$ cat src/hw/rtl/maes_pkg.sv
// Mini-AES package: S-box tables, GF(2^4) column mix, nibble swap and
// the nibble key schedule used by the cipher core.
// No dependencies.
package maes_pkg;

   localparam int unsigned BLOCK_W  = 16;
   localparam int unsigned NIBBLE_W = 4;

   // Operation selector carried in tuser
   localparam logic OP_ENCRYPT = 1'b0;
   localparam logic OP_DECRYPT = 1'b1;

   // Round constants of the key schedule
   localparam logic [NIBBLE_W-1:0] RCON_ROUND1 = 4'h1;
   localparam logic [NIBBLE_W-1:0] RCON_ROUND2 = 4'h2;

   // Reduction of x^4 inside GF(2^4) modulo x^4+x+1
   localparam logic [NIBBLE_W-1:0] GF_REDUCE = 4'h3;

   localparam logic [NIBBLE_W-1:0] SBOX_ROM [16] = '{
      4'hE, 4'h4, 4'hD, 4'h1, 4'h2, 4'hF, 4'hB, 4'h8,
      4'h3, 4'hA, 4'h6, 4'hC, 4'h5, 4'h9, 4'h0, 4'h7
   };

   localparam logic [NIBBLE_W-1:0] INV_SBOX_ROM [16] = '{
      4'hE, 4'h3, 4'h4, 4'h8, 4'h1, 4'hC, 4'hA, 4'hF,
      4'h7, 4'hD, 4'h9, 4'h6, 4'hB, 4'h2, 4'h0, 4'h5
   };

   // Key material held after a key write: the three round keys plus
   // the column-mixed middle key used on the decrypt path.
   typedef struct packed {
      logic [BLOCK_W-1:0] k0;
      logic [BLOCK_W-1:0] k1;
      logic [BLOCK_W-1:0] k2;
      logic [BLOCK_W-1:0] k1_mixed;
   } key_set_type;

   // Substitute all four nibbles through the forward or inverse box
   function automatic logic [BLOCK_W-1:0] sub_nibbles(input logic [BLOCK_W-1:0] b,
                                                      input logic inverse);
      logic [BLOCK_W-1:0] r;
      r = '0;
      for (int i = 0; i < 4; i++) begin
         r[i*NIBBLE_W +: NIBBLE_W] = inverse ? INV_SBOX_ROM[b[i*NIBBLE_W +: NIBBLE_W]]
                                             : SBOX_ROM[b[i*NIBBLE_W +: NIBBLE_W]];
      end
      return r;
   endfunction

   // Exchange nibble 1 (bits 11:8) and nibble 3 (bits 3:0)
   function automatic logic [BLOCK_W-1:0] swap13(input logic [BLOCK_W-1:0] b);
      return {b[15:12], b[3:0], b[7:4], b[11:8]};
   endfunction

   function automatic logic [NIBBLE_W-1:0] gf_x2(input logic [NIBBLE_W-1:0] a);
      return {a[2:0], 1'b0} ^ (a[3] ? GF_REDUCE : 4'h0);
   endfunction

   function automatic logic [NIBBLE_W-1:0] gf_x3(input logic [NIBBLE_W-1:0] a);
      return gf_x2(a) ^ a;
   endfunction

   // Column mix with matrix [[3,2],[2,3]] on columns (n0,n1) and (n2,n3)
   function automatic logic [BLOCK_W-1:0] mix(input logic [BLOCK_W-1:0] b);
      logic [NIBBLE_W-1:0] p0;
      logic [NIBBLE_W-1:0] p1;
      logic [NIBBLE_W-1:0] p2;
      logic [NIBBLE_W-1:0] p3;
      p0 = b[15:12];
      p1 = b[11:8];
      p2 = b[7:4];
      p3 = b[3:0];
      return {gf_x3(p0) ^ gf_x2(p1), gf_x2(p0) ^ gf_x3(p1),
              gf_x3(p2) ^ gf_x2(p3), gf_x2(p2) ^ gf_x3(p3)};
   endfunction

   function automatic logic [BLOCK_W-1:0] next_round_key(input logic [BLOCK_W-1:0] k,
                                                         input logic [NIBBLE_W-1:0] rc);
      logic [NIBBLE_W-1:0] a;
      logic [NIBBLE_W-1:0] b;
      logic [NIBBLE_W-1:0] c;
      logic [NIBBLE_W-1:0] d;
      a = k[15:12] ^ SBOX_ROM[k[3:0]] ^ rc;
      b = k[11:8] ^ a;
      c = k[7:4] ^ b;
      d = k[3:0] ^ c;
      return {a, b, c, d};
   endfunction

   // Expand a master key into the full key set
   function automatic key_set_type expand_key(input logic [BLOCK_W-1:0] k);
      key_set_type ks;
      ks.k0       = k;
      ks.k1       = next_round_key(k, RCON_ROUND1);
      ks.k2       = next_round_key(ks.k1, RCON_ROUND2);
      ks.k1_mixed = mix(ks.k1);
      return ks;
   endfunction

endpackage

$ cat src/hw/rtl/mini_aes_cipher_core.sv
// Mini-AES 16-bit block cipher core, three-stage pipeline.
// Depends on maes_pkg for the S-boxes, column mix and key schedule.
//
// Usage:
//   csr_*  : key write channel; csr_data is the 16-bit master key. The
//            round keys are expanded when the word is taken, so a block
//            may follow in the very next cycle. csr_ready is always high.
//            Write the key only while no block is in flight.
//   req_*  : block in. tdata = data_block[15:0]; tuser = op
//            (0 encrypt, 1 decrypt).
//   rsp_*  : block out. tdata = result_block[15:0].
// A block goes through stage registers s1, s2, s3 to rsp_tvalid; one block
// is taken every cycle while req_tready is high. Each stage is a round half:
// key add, nibble swap and S-box lookup, then column mix with key add, then
// the final swap, S-box and key add; the last stage is the output register.
// When the receiver stalls, each stage holds its word and bubbles close up,
// so req_tready drops only once all three stages are full.
// Reset clears all stage valid bits and sets the master key to zero.
module mini_aes_cipher_core (
   input  logic                          clock,
   input  logic                          reset,
   // key write
   input  logic                          csr_valid,
   output logic                          csr_ready,
   input  logic [maes_pkg::BLOCK_W-1:0]  csr_data,    // master_key[15:0]
   // block in
   input  logic                          req_tvalid,
   output logic                          req_tready,
   input  logic [maes_pkg::BLOCK_W-1:0]  req_tdata,   // data_block[15:0]
   input  logic                          req_tuser,   // op
   // block out
   output logic                          rsp_tvalid,
   input  logic                          rsp_tready,
   output logic [maes_pkg::BLOCK_W-1:0]  rsp_tdata    // result_block[15:0]
);
   import maes_pkg::*;

   key_set_type        key_ff, key_in;

   logic               s1_valid_ff, s2_valid_ff, s3_valid_ff;
   logic               s1_op_ff, s2_op_ff;
   logic [BLOCK_W-1:0] s1_data_ff, s2_data_ff, s3_data_ff;
   logic [BLOCK_W-1:0] s1_data_in, s2_data_in, s3_data_in;
   logic               s1_ready, s2_ready, s3_ready;

   assign csr_ready = 1'b1;

   // Expand the key once on write
   assign key_in = (csr_valid && csr_ready) ? expand_key(csr_data) : key_ff;

   always_ff @(posedge clock) begin
      if (reset) begin
         key_ff <= expand_key('0);
      end else begin
         key_ff <= key_in;
      end
   end

   // Stage handshake: a stage advances when empty or when the next one moves
   assign s3_ready   = !s3_valid_ff || rsp_tready;
   assign s2_ready   = !s2_valid_ff || s3_ready;
   assign s1_ready   = !s1_valid_ff || s2_ready;
   assign req_tready = s1_ready;

   // Stage 1: first key add, swap, substitution
   assign s1_data_in = sub_nibbles(swap13(req_tdata ^
                          ((req_tuser == OP_DECRYPT) ? key_ff.k2 : key_ff.k0)),
                          req_tuser == OP_DECRYPT);

   // Stage 2: column mix and middle key; mix is linear so decrypt adds mix(k1)
   assign s2_data_in = mix(s1_data_ff) ^
                       ((s1_op_ff == OP_DECRYPT) ? key_ff.k1_mixed : key_ff.k1);

   // Stage 3: swap, substitution, last key add
   assign s3_data_in = sub_nibbles(swap13(s2_data_ff), s2_op_ff == OP_DECRYPT) ^
                       ((s2_op_ff == OP_DECRYPT) ? key_ff.k0 : key_ff.k2);

   // Valid bits
   always_ff @(posedge clock) begin
      if (reset) begin
         s1_valid_ff <= 1'b0;
         s2_valid_ff <= 1'b0;
         s3_valid_ff <= 1'b0;
      end else begin
         if (s1_ready) begin
            s1_valid_ff <= req_tvalid;
         end
         if (s2_ready) begin
            s2_valid_ff <= s1_valid_ff;
         end
         if (s3_ready) begin
            s3_valid_ff <= s2_valid_ff;
         end
      end
   end

   // Payload; hold while the stage is stalled
   always_ff @(posedge clock) begin
      if (s1_ready) begin
         s1_data_ff <= s1_data_in;
         s1_op_ff   <= req_tuser;
      end
      if (s2_ready) begin
         s2_data_ff <= s2_data_in;
         s2_op_ff   <= s1_op_ff;
      end
      if (s3_ready) begin
         s3_data_ff <= s3_data_in;
      end
   end

   assign rsp_tvalid = s3_valid_ff;
   assign rsp_tdata  = s3_data_ff;

endmodule

$ cat config.mk
export PLATFORM = sky130hd
export DESIGN_NAME = mini_aes_cipher_core
export DESIGN_NICKNAME = d
export VERILOG_FILES = /design/src/hw/rtl/maes_pkg.sv /design/src/hw/rtl/mini_aes_cipher_core.sv
export SDC_FILE = /design/constraint.sdc
export NUM_CORES = 1
export LEC_CHECK = 0
export BUFFER_PORTS_ARGS = -buffer_cell sky130_fd_sc_hd__buf_4
export CAP_MARGIN = 0
export CORE_MARGIN = 2
export CORE_UTILIZATION = 50
export CTS_BUF_LIST = sky130_fd_sc_hd__clkbuf_8
export DETAILED_ROUTE_END_ITERATION = 16
export GPL_ROUTABILITY_DRIVEN = 0
export PLACE_DENSITY = 0.71
export SETUP_SLACK_MARGIN = 0.15
export SYNTH_ARGS = -nofsm -noshare
export SYNTH_HDL_FRONTEND = slang
export SYNTH_SLANG_ARGS = --single-unit
$ cat constraint.sdc
create_clock -name clock -period 5.7 [get_ports clock]
set_input_delay 0.57 -clock clock [delete_from_list [all_inputs] [get_ports clock]]
set_output_delay 0.57 -clock clock [all_outputs]
set_load 0.01 [all_outputs]
; ---- Word-level counts from Yosys, hierarchy flattened
; Memory sizes are Yosys's and may differ from the RTL's.
; Cells that the tools add are included.
[totals]
ff_bits = 117
romBits = 1152
inputBits = 38
output_inout_bits = 19
word_cells = 148
mem_count = 18
[mem_list]
columns = name, depth, width, read_ports, rd_clocked_by_memory_dff, wr, line_no
row1 = (no name shown), 16, 4, 1, 0, 0, maes_pkg.sv:45  ; r[i*NIBBLE_W +: NIBBLE_W] = inverse ? INV_SBOX_ROM[b[i*NIBBLE_W +: NIBBLE_W]]
row2 = (no name shown), 16, 4, 1, 0, 0, maes_pkg.sv:46  ; : SBOX_ROM[b[i*NIBBLE_W +: NIBBLE_W]];
row3 = (no name shown), 16, 4, 1, 0, 0, maes_pkg.sv:45
row4 = (no name shown), 16, 4, 1, 0, 0, maes_pkg.sv:46
row5 = (no name shown), 16, 4, 1, 0, 0, maes_pkg.sv:45
row6 = (no name shown), 16, 4, 1, 0, 0, maes_pkg.sv:45
row7 = 12 more memories, n/a, n/a, n/a, n/a, n/a, n/a
[classes]
order_cmp = 10
muxes = 55
n_bitwise = 47
n_reduce_logical = 6
[op_table]
columns = cell, count
row1 = 4-bit two-way mux, 44
row2 = 4-bit bitwise XOR, 24
row3 = 5-bit >= comparator (second input constant), 10
row4 = 4-bit NOT with 5-bit output, 10
row5 = 16-bit two-way mux, 3
row6 = 16-bit bitwise XOR, 3
row7 = 4-bit by 2-bit bitwise XOR with 4-bit output, 8
row8 = 2-bit two-way mux, 8
row9 = 1-bit logical NOT, 3
row10 = 1-bit logical OR, 3
row11 = 1-bit NOT, 2

; ---- Longest topological paths before layout
; Gate-level depths: netlist (run 1).
[logic_depth]
ltp_word = 18
depth_mapped = 12
depth_no_buf = 11

; ---- Least setup slack after synthesis (run 1)
; OpenSTA, ideal clock, no wires.
[synth_path]
path_kind = input port to flip-flop
startpoint = input csr_data[0] in the netlist's numbering
endpoint = register key_ff[22] in the netlist's numbering
setup_time_ps = 86
arrival_time_ps = 3170
t_required_ps = 5614
slack_ps = 2444
stages = 12
n_path_buf = 1
cell_sequence = buf_2 inv_1 ha_1 o211ai_1 o21ai_1 xnor3_1 ha_1 inv_1 mux2_1 mux2i_1 xnor3_1 a211oi_1
[synth_between]
elab_chain_len = 16
[synth_lines]
columns = element, line_no
row1 = "start, declared", mini_aes_cipher_core.sv:25  ; input logic [maes_pkg::BLOCK_W-1:0] csr_data,
row2 = 4-bit NOT with 5-bit output (not written as such), maes_pkg.sv:84  ; a = k[15:12] ^ SBOX_ROM[k[3:0]] ^ rc;
row3 = memory read 16 x 4 bit, n/a
row4 = 4-bit two-way mux (not written as such) (2 in a row), maes_pkg.sv:84
row5 = 4-bit bitwise XOR, maes_pkg.sv:84
row6 = 1-bit NOT (no line), n/a
row7 = 4-bit bitwise XOR, maes_pkg.sv:85  ; b = k[11:8] ^ a;
row8 = 4-bit bitwise XOR, maes_pkg.sv:86  ; c = k[7:4] ^ b;
row9 = 4-bit bitwise XOR, maes_pkg.sv:87  ; d = k[3:0] ^ c;
row10 = 4-bit NOT with 5-bit output (not written as such), maes_pkg.sv:84
row11 = memory read 16 x 4 bit, n/a
row12 = 4-bit two-way mux (not written as such) (2 in a row), maes_pkg.sv:84
row13 = 4-bit bitwise XOR, maes_pkg.sv:84
row14 = 4-bit bitwise XOR, maes_pkg.sv:85
row15 = 4-bit bitwise XOR *, maes_pkg.sv:86
row16 = "end signal, assigned", mini_aes_cipher_core.sv:53  ; key_ff <= expand_key('0);
row17 = "end signal, assigned", mini_aes_cipher_core.sv:55  ; key_ff <= key_in;
row18 = "end, declared", mini_aes_cipher_core.sv:38  ; key_set_type key_ff, key_in;
; Every way passes the cells marked *; elsewhere a longest branch is shown, timed or not. The select of a mux whose other input is x is not followed.
; A chain may end at the register's enable or synchronous reset.

; ---- Final worst setup path (run 1)
[layout_path]
startpoint = input csr_data[1] in the netlist's numbering
endpoint = register key_ff[22] in the netlist's numbering
; Same word-level chain as after synthesis.

==> results of run 1 <==
worst min-delay path, stage by stage:
cell and delay (ns):
buf_4 0.08, a21oi_1 0.03, nor2_1 0.07
synth_stat cells (all sizes together) (3+ instances only):
cell    number  area share
a211o        7      0.0072
a211oi      16       0.014
a21oi       69       0.041
a31oi       13      0.0096
buf         17       0.011
clkbuf      36       0.016
dfxtp       67        0.16
edfxtp      50        0.18
ha          54       0.079
inv         31       0.014
mux2i       66       0.078
mux4         4       0.011
nand2       66       0.029
nand2b       6      0.0044
nand3       10      0.0059
nand3b       3      0.0026
nor2       127       0.056
nor3        19       0.011
nor3b        3      0.0026
o211ai      10      0.0088
o21ai       77       0.046
o22ai        3      0.0022
o311ai       5      0.0051
o31ai        4      0.0035
or4          4      0.0035
xnor2      100        0.10
xnor3        4       0.011
xor2        61       0.063
final cells by class:
cell class / instances / share of cell area
clock buffers: 22 / 0.03225
clock inverters: 10 / 0.01093
inverters: 33 / 0.01319
multi-input cells: 758 / 0.5660
flip-flops and latches: 117 / 0.3027
well taps: 220 / 0.02931
repair buffers: 57 / 0.04557
power groups by stage:
stage | clock network, mW | logic, mW | registers, mW
floorplan | 0 | 1.83 | 1.41
global placement | 0 | 2.23 | 1.53
detailed placement | 0 | 2.26 | 1.53
CTS | 0.782 | 2.27 | 1.52
global route | 0.821 | 2.54 | 1.56
finish | 0.769 | 2.28 | 1.52
per-stage QoR:
step / total power [mW] / instances
floorplan: 3.243 / 961
global placement: 3.762 / 1185
detailed placement: 3.793 / 1185
CTS: 4.571 / 1217
global route: 4.922 / 1217
finish: 4.572 / 1217
kinds of logic (layout without fill, tap and decap cells):
kind of cell,count (synthesis),after routing,share of synthesized area
xor+xnor,165,165,0.1772
flops,117,117,0.3340
simple gates,246,246,0.1216
buf+inv,86,122,0.04146
compound gates,220,220,0.1551
other cells,1,1,0.0004406
mux,72,72,0.09086
fa+ha+maj,54,54,0.07939
worst paths after layout:
check / start / to / slack (ns) / cells past startpoint
max: csr_data[1] / key_ff[22] / 2.58 / 10
min: req_tvalid / s1_valid_ff / 0.33 / 3
max reg2reg: key_ff[48] / s1_data_ff[9] / 2.97 / 7
min reg2reg: s2_valid_ff / rsp_tvalid / 0.47 / 2
layer usage:
| metal | share of wire | wire (um) | global-route usage | up-vias |
|---|---|---|---|---|
| met5 | 0 | 0 | 0 | - |
| met1 | 0.47 | 9391 | 0.3183 | 3122 |
| met2 | 0.44 | 8914 | 0.3478 | 196 |
| li1 | - | - | - | 3400 |
| met4 | 0.025 | 508 | 0.08947 | 0 |
| met3 | 0.062 | 1245 | 0.04580 | 30 |
cells in the final DEF (no fill, tap or decap), types with 5 or more instances in the layout:
master	netlist	final
a211o_1	7	7
a211oi_1	16	16
a21oi_1	69	69
a31oi_1	13	13
buf_4	3	57
clkbuf_8	0	22
dfxtp_1	67	67
edfxtp_1	50	50
ha_1	54	54
inv_1	31	32
mux2i_1	66	66
nand2_1	66	66
nand2b_1	6	6
nand3_1	10	10
nor2_1	127	127
nor3_1	19	19
o211ai_1	10	10
o21ai_0	74	74
o311ai_0	5	5
xnor2_1	99	99
xor2_1	61	61
sequential cells by signal (all words and copies together), names as in the netlist:
register and count:
s2_op_ff 1, key_ff 64, s1_data_ff 16, rsp_tvalid 1
s1_valid_ff 1, rsp_tdata 16, s2_data_ff 16, s1_op_ff 1
s2_valid_ff 1
==> impl_metrics.yaml, run 1 <==
clock_network:
  cts_tree: "yes"
  clockBufferDepth: 2
  cts_buffers: 17
  htree_levels: 4
  root_buffer: "clkbuf_8"
  clk_latency_ns: 0.45
  cts_setup_buffers: 0
  cts_resized: 0
  cts_hold_buf: 0
  cts_sinks: 117
  cts.reportedPaths.clkPinSlew_ns: 0.07
worst_setup_path:
  slowest_delay_ns: 0.54
  path_buf_inv: 2
  cpLargestDelayFamily: "XOR/XNOR gates"
  crit_fanout: 8
  cpMaxStageDelayCell: "a222oi_1"
  cp.arrival_ns: 3.48
  crit_type: "in2reg"
  crit_path_start_kind: "primary input"
  required_ns: 6.06
  cp-end-kind: "flip-flop"
  cp_cell_sequence: "buf_4, inv_1, ha_1, nor2_1, a222oi_1, xor2_1, mux2_1, mux2i_1, xnor3_1, a211oi_1"
timing:
  layout_setup_ws_ns: 2.584
  period_needed_ns: 3.116
  fin_setup_tns_ns: 0
  hold_viol: 0
  post-route-period-util: 0.5467
  skew_ns: 0.01282
  whs_ns: 0.3327
  max_freq_mhz: 320.9
  slew_headroom: 0.2622
  tightest_slew_ns: 1.099
  finalSetupViolations: 0
  slew_violations: 0
  rsz0062_at_grt: "false"
yosys:
  syn_inst: 961
  async_reset_ff_frac: 0
  synthesis.area_um2: 8511
  ys_ff_latch: 117
  yosys_warnings: 0
  avgSynthCellArea_um2: 8.856
  syn_nets: 1053
  synth_enable_flop_cells: 50
  synth.distinct_cells: 57
  yosysSeqAreaShare: 0.3340
  ys.flop_type: "dfxtp_1"
placed_design:
  postPlaceCellArea_um2: 8985
  place_ws_ns: 2.097
  dp_hpwl_um: 14570
  port_buffers: 55
grt:
  grt_remaining_overflow: 0
  grt_pass1_vias: 6084
  antenna_found_initial: 0
  grt_pass1_wl_um: 31940
  track_usage: 0.2278
  grt_max_degree: 65
job:
  cap_violations: 0
floorplanning:
  io_pins: 57
  fp.dieH_um: 134.5
  die_w_um: 134.5
  design.core.area_um2: 16580
  initial_core_util: 0.5132
  floorplan.rows: 47
  die_area_um2: 18080
finish:
  seqCellArea_um2: 2843
  stdcell_area_um2: 9390
  finish.utilization: 0.5662
  fillers: 1503
  drive_gt1_frac: 0.09729
  antenna_cells: 0
  multi_input_area_um2: 5315
  nets: 1076
  area_growth_pct: 10.34
power:
  p_comb_frac: 0.499
  leakage_nw: 3.871
  clockPowerShare: 0.168
  p_int_mw: 2.701
  p_sw_mw: 1.871
  vdd_drop_max_v: 0.0001967
  p_sw_frac: 0.4092
  power_density_nw_per_um2: 486.8
  pwr-share-seq: 0.333
route:
  num_vias: 6748
  viasPerCell: 5.545
  ant_nets: 0
  wire_per_inst_um: 16.48
  drt_first_pass_iters: 5
  drt_iter0_drc: 563
  drc: 0
  routed_wl_um: 20060
run_status:
  status: "completed"
hold_path:
  min_path_type: "in2reg"
(Power assumes the default switching activity.)
==> run 2: changes to the inputs <==
Settings changed: ABC_AREA set to 1, PLACE_DENSITY 0.71 to 0.73.
Clock period 5.7 ns to 2.55 ns, I/O delays scaled along.
==> run 2 against run 1 <==
  * Worst setup slack got worse by 2.2 ns
  * Sequential share of layout area decreased by 2.0 points
  * Worst hold slack got worse by 0.27 ns
  * Global-route usage increased by 3.2 points
==> impl_metrics.yaml, run 2 <==
yosys:
  netlist.area_leader.share: 0.1736
  syn_inst: 1170
  yosys_warnings: 0
  async_reset_ff_frac: 0
  syn_nets: 1262
  synth_area_leaders: "edfxtp_1 (17%), dfxtp_1 (16%), nand2_1 (12%)"
  yosys.area.top_type: "edfxtp_1"
  yosysSeqAreaShare: 0.3288
  synth.distinct_cells: 43
  synthesis.area_um2: 8647
  avgSynthCellArea_um2: 7.391
  synth_enable_flop_cells: 50
  ys.flop_type: "dfxtp_1"
  ys_ff_latch: 117
  yosysMostFrequentCell: "nand2_1"
  synth_common_cells: "nand2_1 (266), o21ai_0 (116), inv_1 (110), a21oi_1 (91), nand3_1 (75)"
timing:
  tightest_slew_ns: 0.7247
  finalSetupViolations: 0
  layout_setup_ws_ns: 0.3745
  hold_viol: 0
  period_needed_ns: 2.176
  max_freq_mhz: 459.7
  post-route-period-util: 0.8531
  skew_ns: 0.01442
  slew_violations: 0
  rsz0062_at_grt: "false"
  whs_ns: 0.05995
  slew_headroom: 0.5134
  fin_setup_tns_ns: 0
route:
  drt_first_pass_iters: 5
  routed_wl_um: 23190
  num_vias: 8166
  drc: 0
  drt_iter0_drc: 1013
  wire_per_inst_um: 15.63
  ant_nets: 0
  viasPerCell: 5.503
worst_setup_path:
  required_ns: 2.91
  cpMaxStageDelayCell: "ha_4"
  slowest_delay_ns: 0.25
  cpLargestDelayFamily: "simple AND/OR/NAND/NOR gates"
  crit_type: "in2reg"
  cp-end-kind: "flip-flop"
  path_buf_inv: 6
  crit-reg2reg-launch: "key_ff[28]"
  r2r_slack_ns: 0.42
  r2r_end: "s1_data_ff[14]"
  crit_fanout: 6
  r2r_cells: 10
  timing.critical_path.mode_cell: "nand2_2"
  cp.arrival_ns: 2.54
  crit_path_start_kind: "primary input"
clock_network:
  cts_tree: "yes"
  cts_resized: 0
  cts.reportedPaths.clkPinSlew_ns: 0.08
  clockBufferDepth: 2
  clk_latency_ns: 0.47
  cts_hold_buf: 0
  root_buffer: "clkbuf_8"
  cts_setup_buffers: 0
  cts_buffers: 17
  htree_levels: 4
  cts_sinks: 117
hold_path:
  worstHoldStart: "req_tvalid"
  whs_endpoint: "s1_valid_ff"
  whs_path_depth: 3
  min_path_type: "in2reg"
placed_design:
  dp_hpwl_um: 17400
  place_ws_ns: -0.03782
  postPlaceCellArea_um2: 9607
  port_buffers: 55
  place_inst: 1452
finish:
  final_cell_mix: "nand2_1 (264), o21ai_0 (116), buf_4 (110)"
  drive_gt1_frac: 0.1692
  antenna_cells: 0
  nets: 1338
  stdcell_area_um2: 10040
  area_growth_pct: 16.12
  final_common_cell: "nand2_1"
  instances_no_fill: 1484
  largest_reg_flops: 64
  regMostFlops: "key_ff"
  finish.utilization: 0.5866
grt:
  grt_max_degree: 51
  grt_pass1_wl_um: 37020
  grt_remaining_overflow: 0
  grt_pass1_vias: 7248
  track_usage: 0.2602
  antenna_found_initial: 0
power:
  vdd_drop_max_v: 0.0004836
  leakage_nw: 4.705
  finalPower_mw: 9.085
  power_density_nw_per_um2: 904.8
floorplanning:
  die_w_um: 135.5
  io_pins: 57
  die_area_um2: 18360
  floorplan.rows: 48
  initial_core_util: 0.5052
  fp.dieH_um: 135.5
  design.core.area_um2: 17120
job:
  cap_violations: 0
run_status:
  status: "completed"
-- run 2: layer usage --
metal,part of all wire,track usage,vias up
li1,-,-,4056
met2,0.48,0.4278,281
met3,0.056,0.04527,53
met1,0.44,0.3404,3776
met4,0.032,0.1053,0
met5,0,0,-
-- run 2: tightest hold or removal path: stages --
cell     delay (ns)
buf_4          0.10
inv_1          0.06
a21oi_1        0.06
-- run 2: final cells by class --
| cell class | count | area (um2) |
|---|---|---|
| clock inverter | 12 | 158.9 |
| sequential | 117 | 2843 |
| tap | 225 | 281.5 |
| clock buffer | 20 | 275.3 |
| timing repair buffer | 110 | 825.8 |
| inverter | 121 | 469.2 |
| multi-input combinational | 879 | 5187 |
| fill | 1571 | 7076 |
-- run 2: worst max path at each step --
stage | from | to | slack [ns] | cells after the start
after CTS | key_ff[28] | s1_data_ff[15] | 0.40 | 10
after global routing | csr_data[1] | key_ff[17] | 0.17 | 27
after detailed placement | csr_data[1] | key_ff[18] | -0.04 | 23
final | csr_data[1] | key_ff[17] | 0.37 | 27
after global placement | csr_data[1] | key_ff[17] | 0.07 | 27
after floorplan | csr_data[1] | key_ff[17] | 0.11 | 28
-- run 2: logic make-up after synthesis --
family          synth area share
simple gates              0.2383
compound gates            0.1746
buf+inv                  0.07857
flops                     0.3288
xor+xnor                 0.08494
fa+ha+maj                0.07814
mux                      0.01621
other cells            0.0004337
-- run 2: report_power, final --
part	internal (mW)	switching (mW)	total (mW)
Clock	1.13	0.802	1.93
Sequential	2.59	0.500	3.09
Combinational	1.66	2.40	4.06
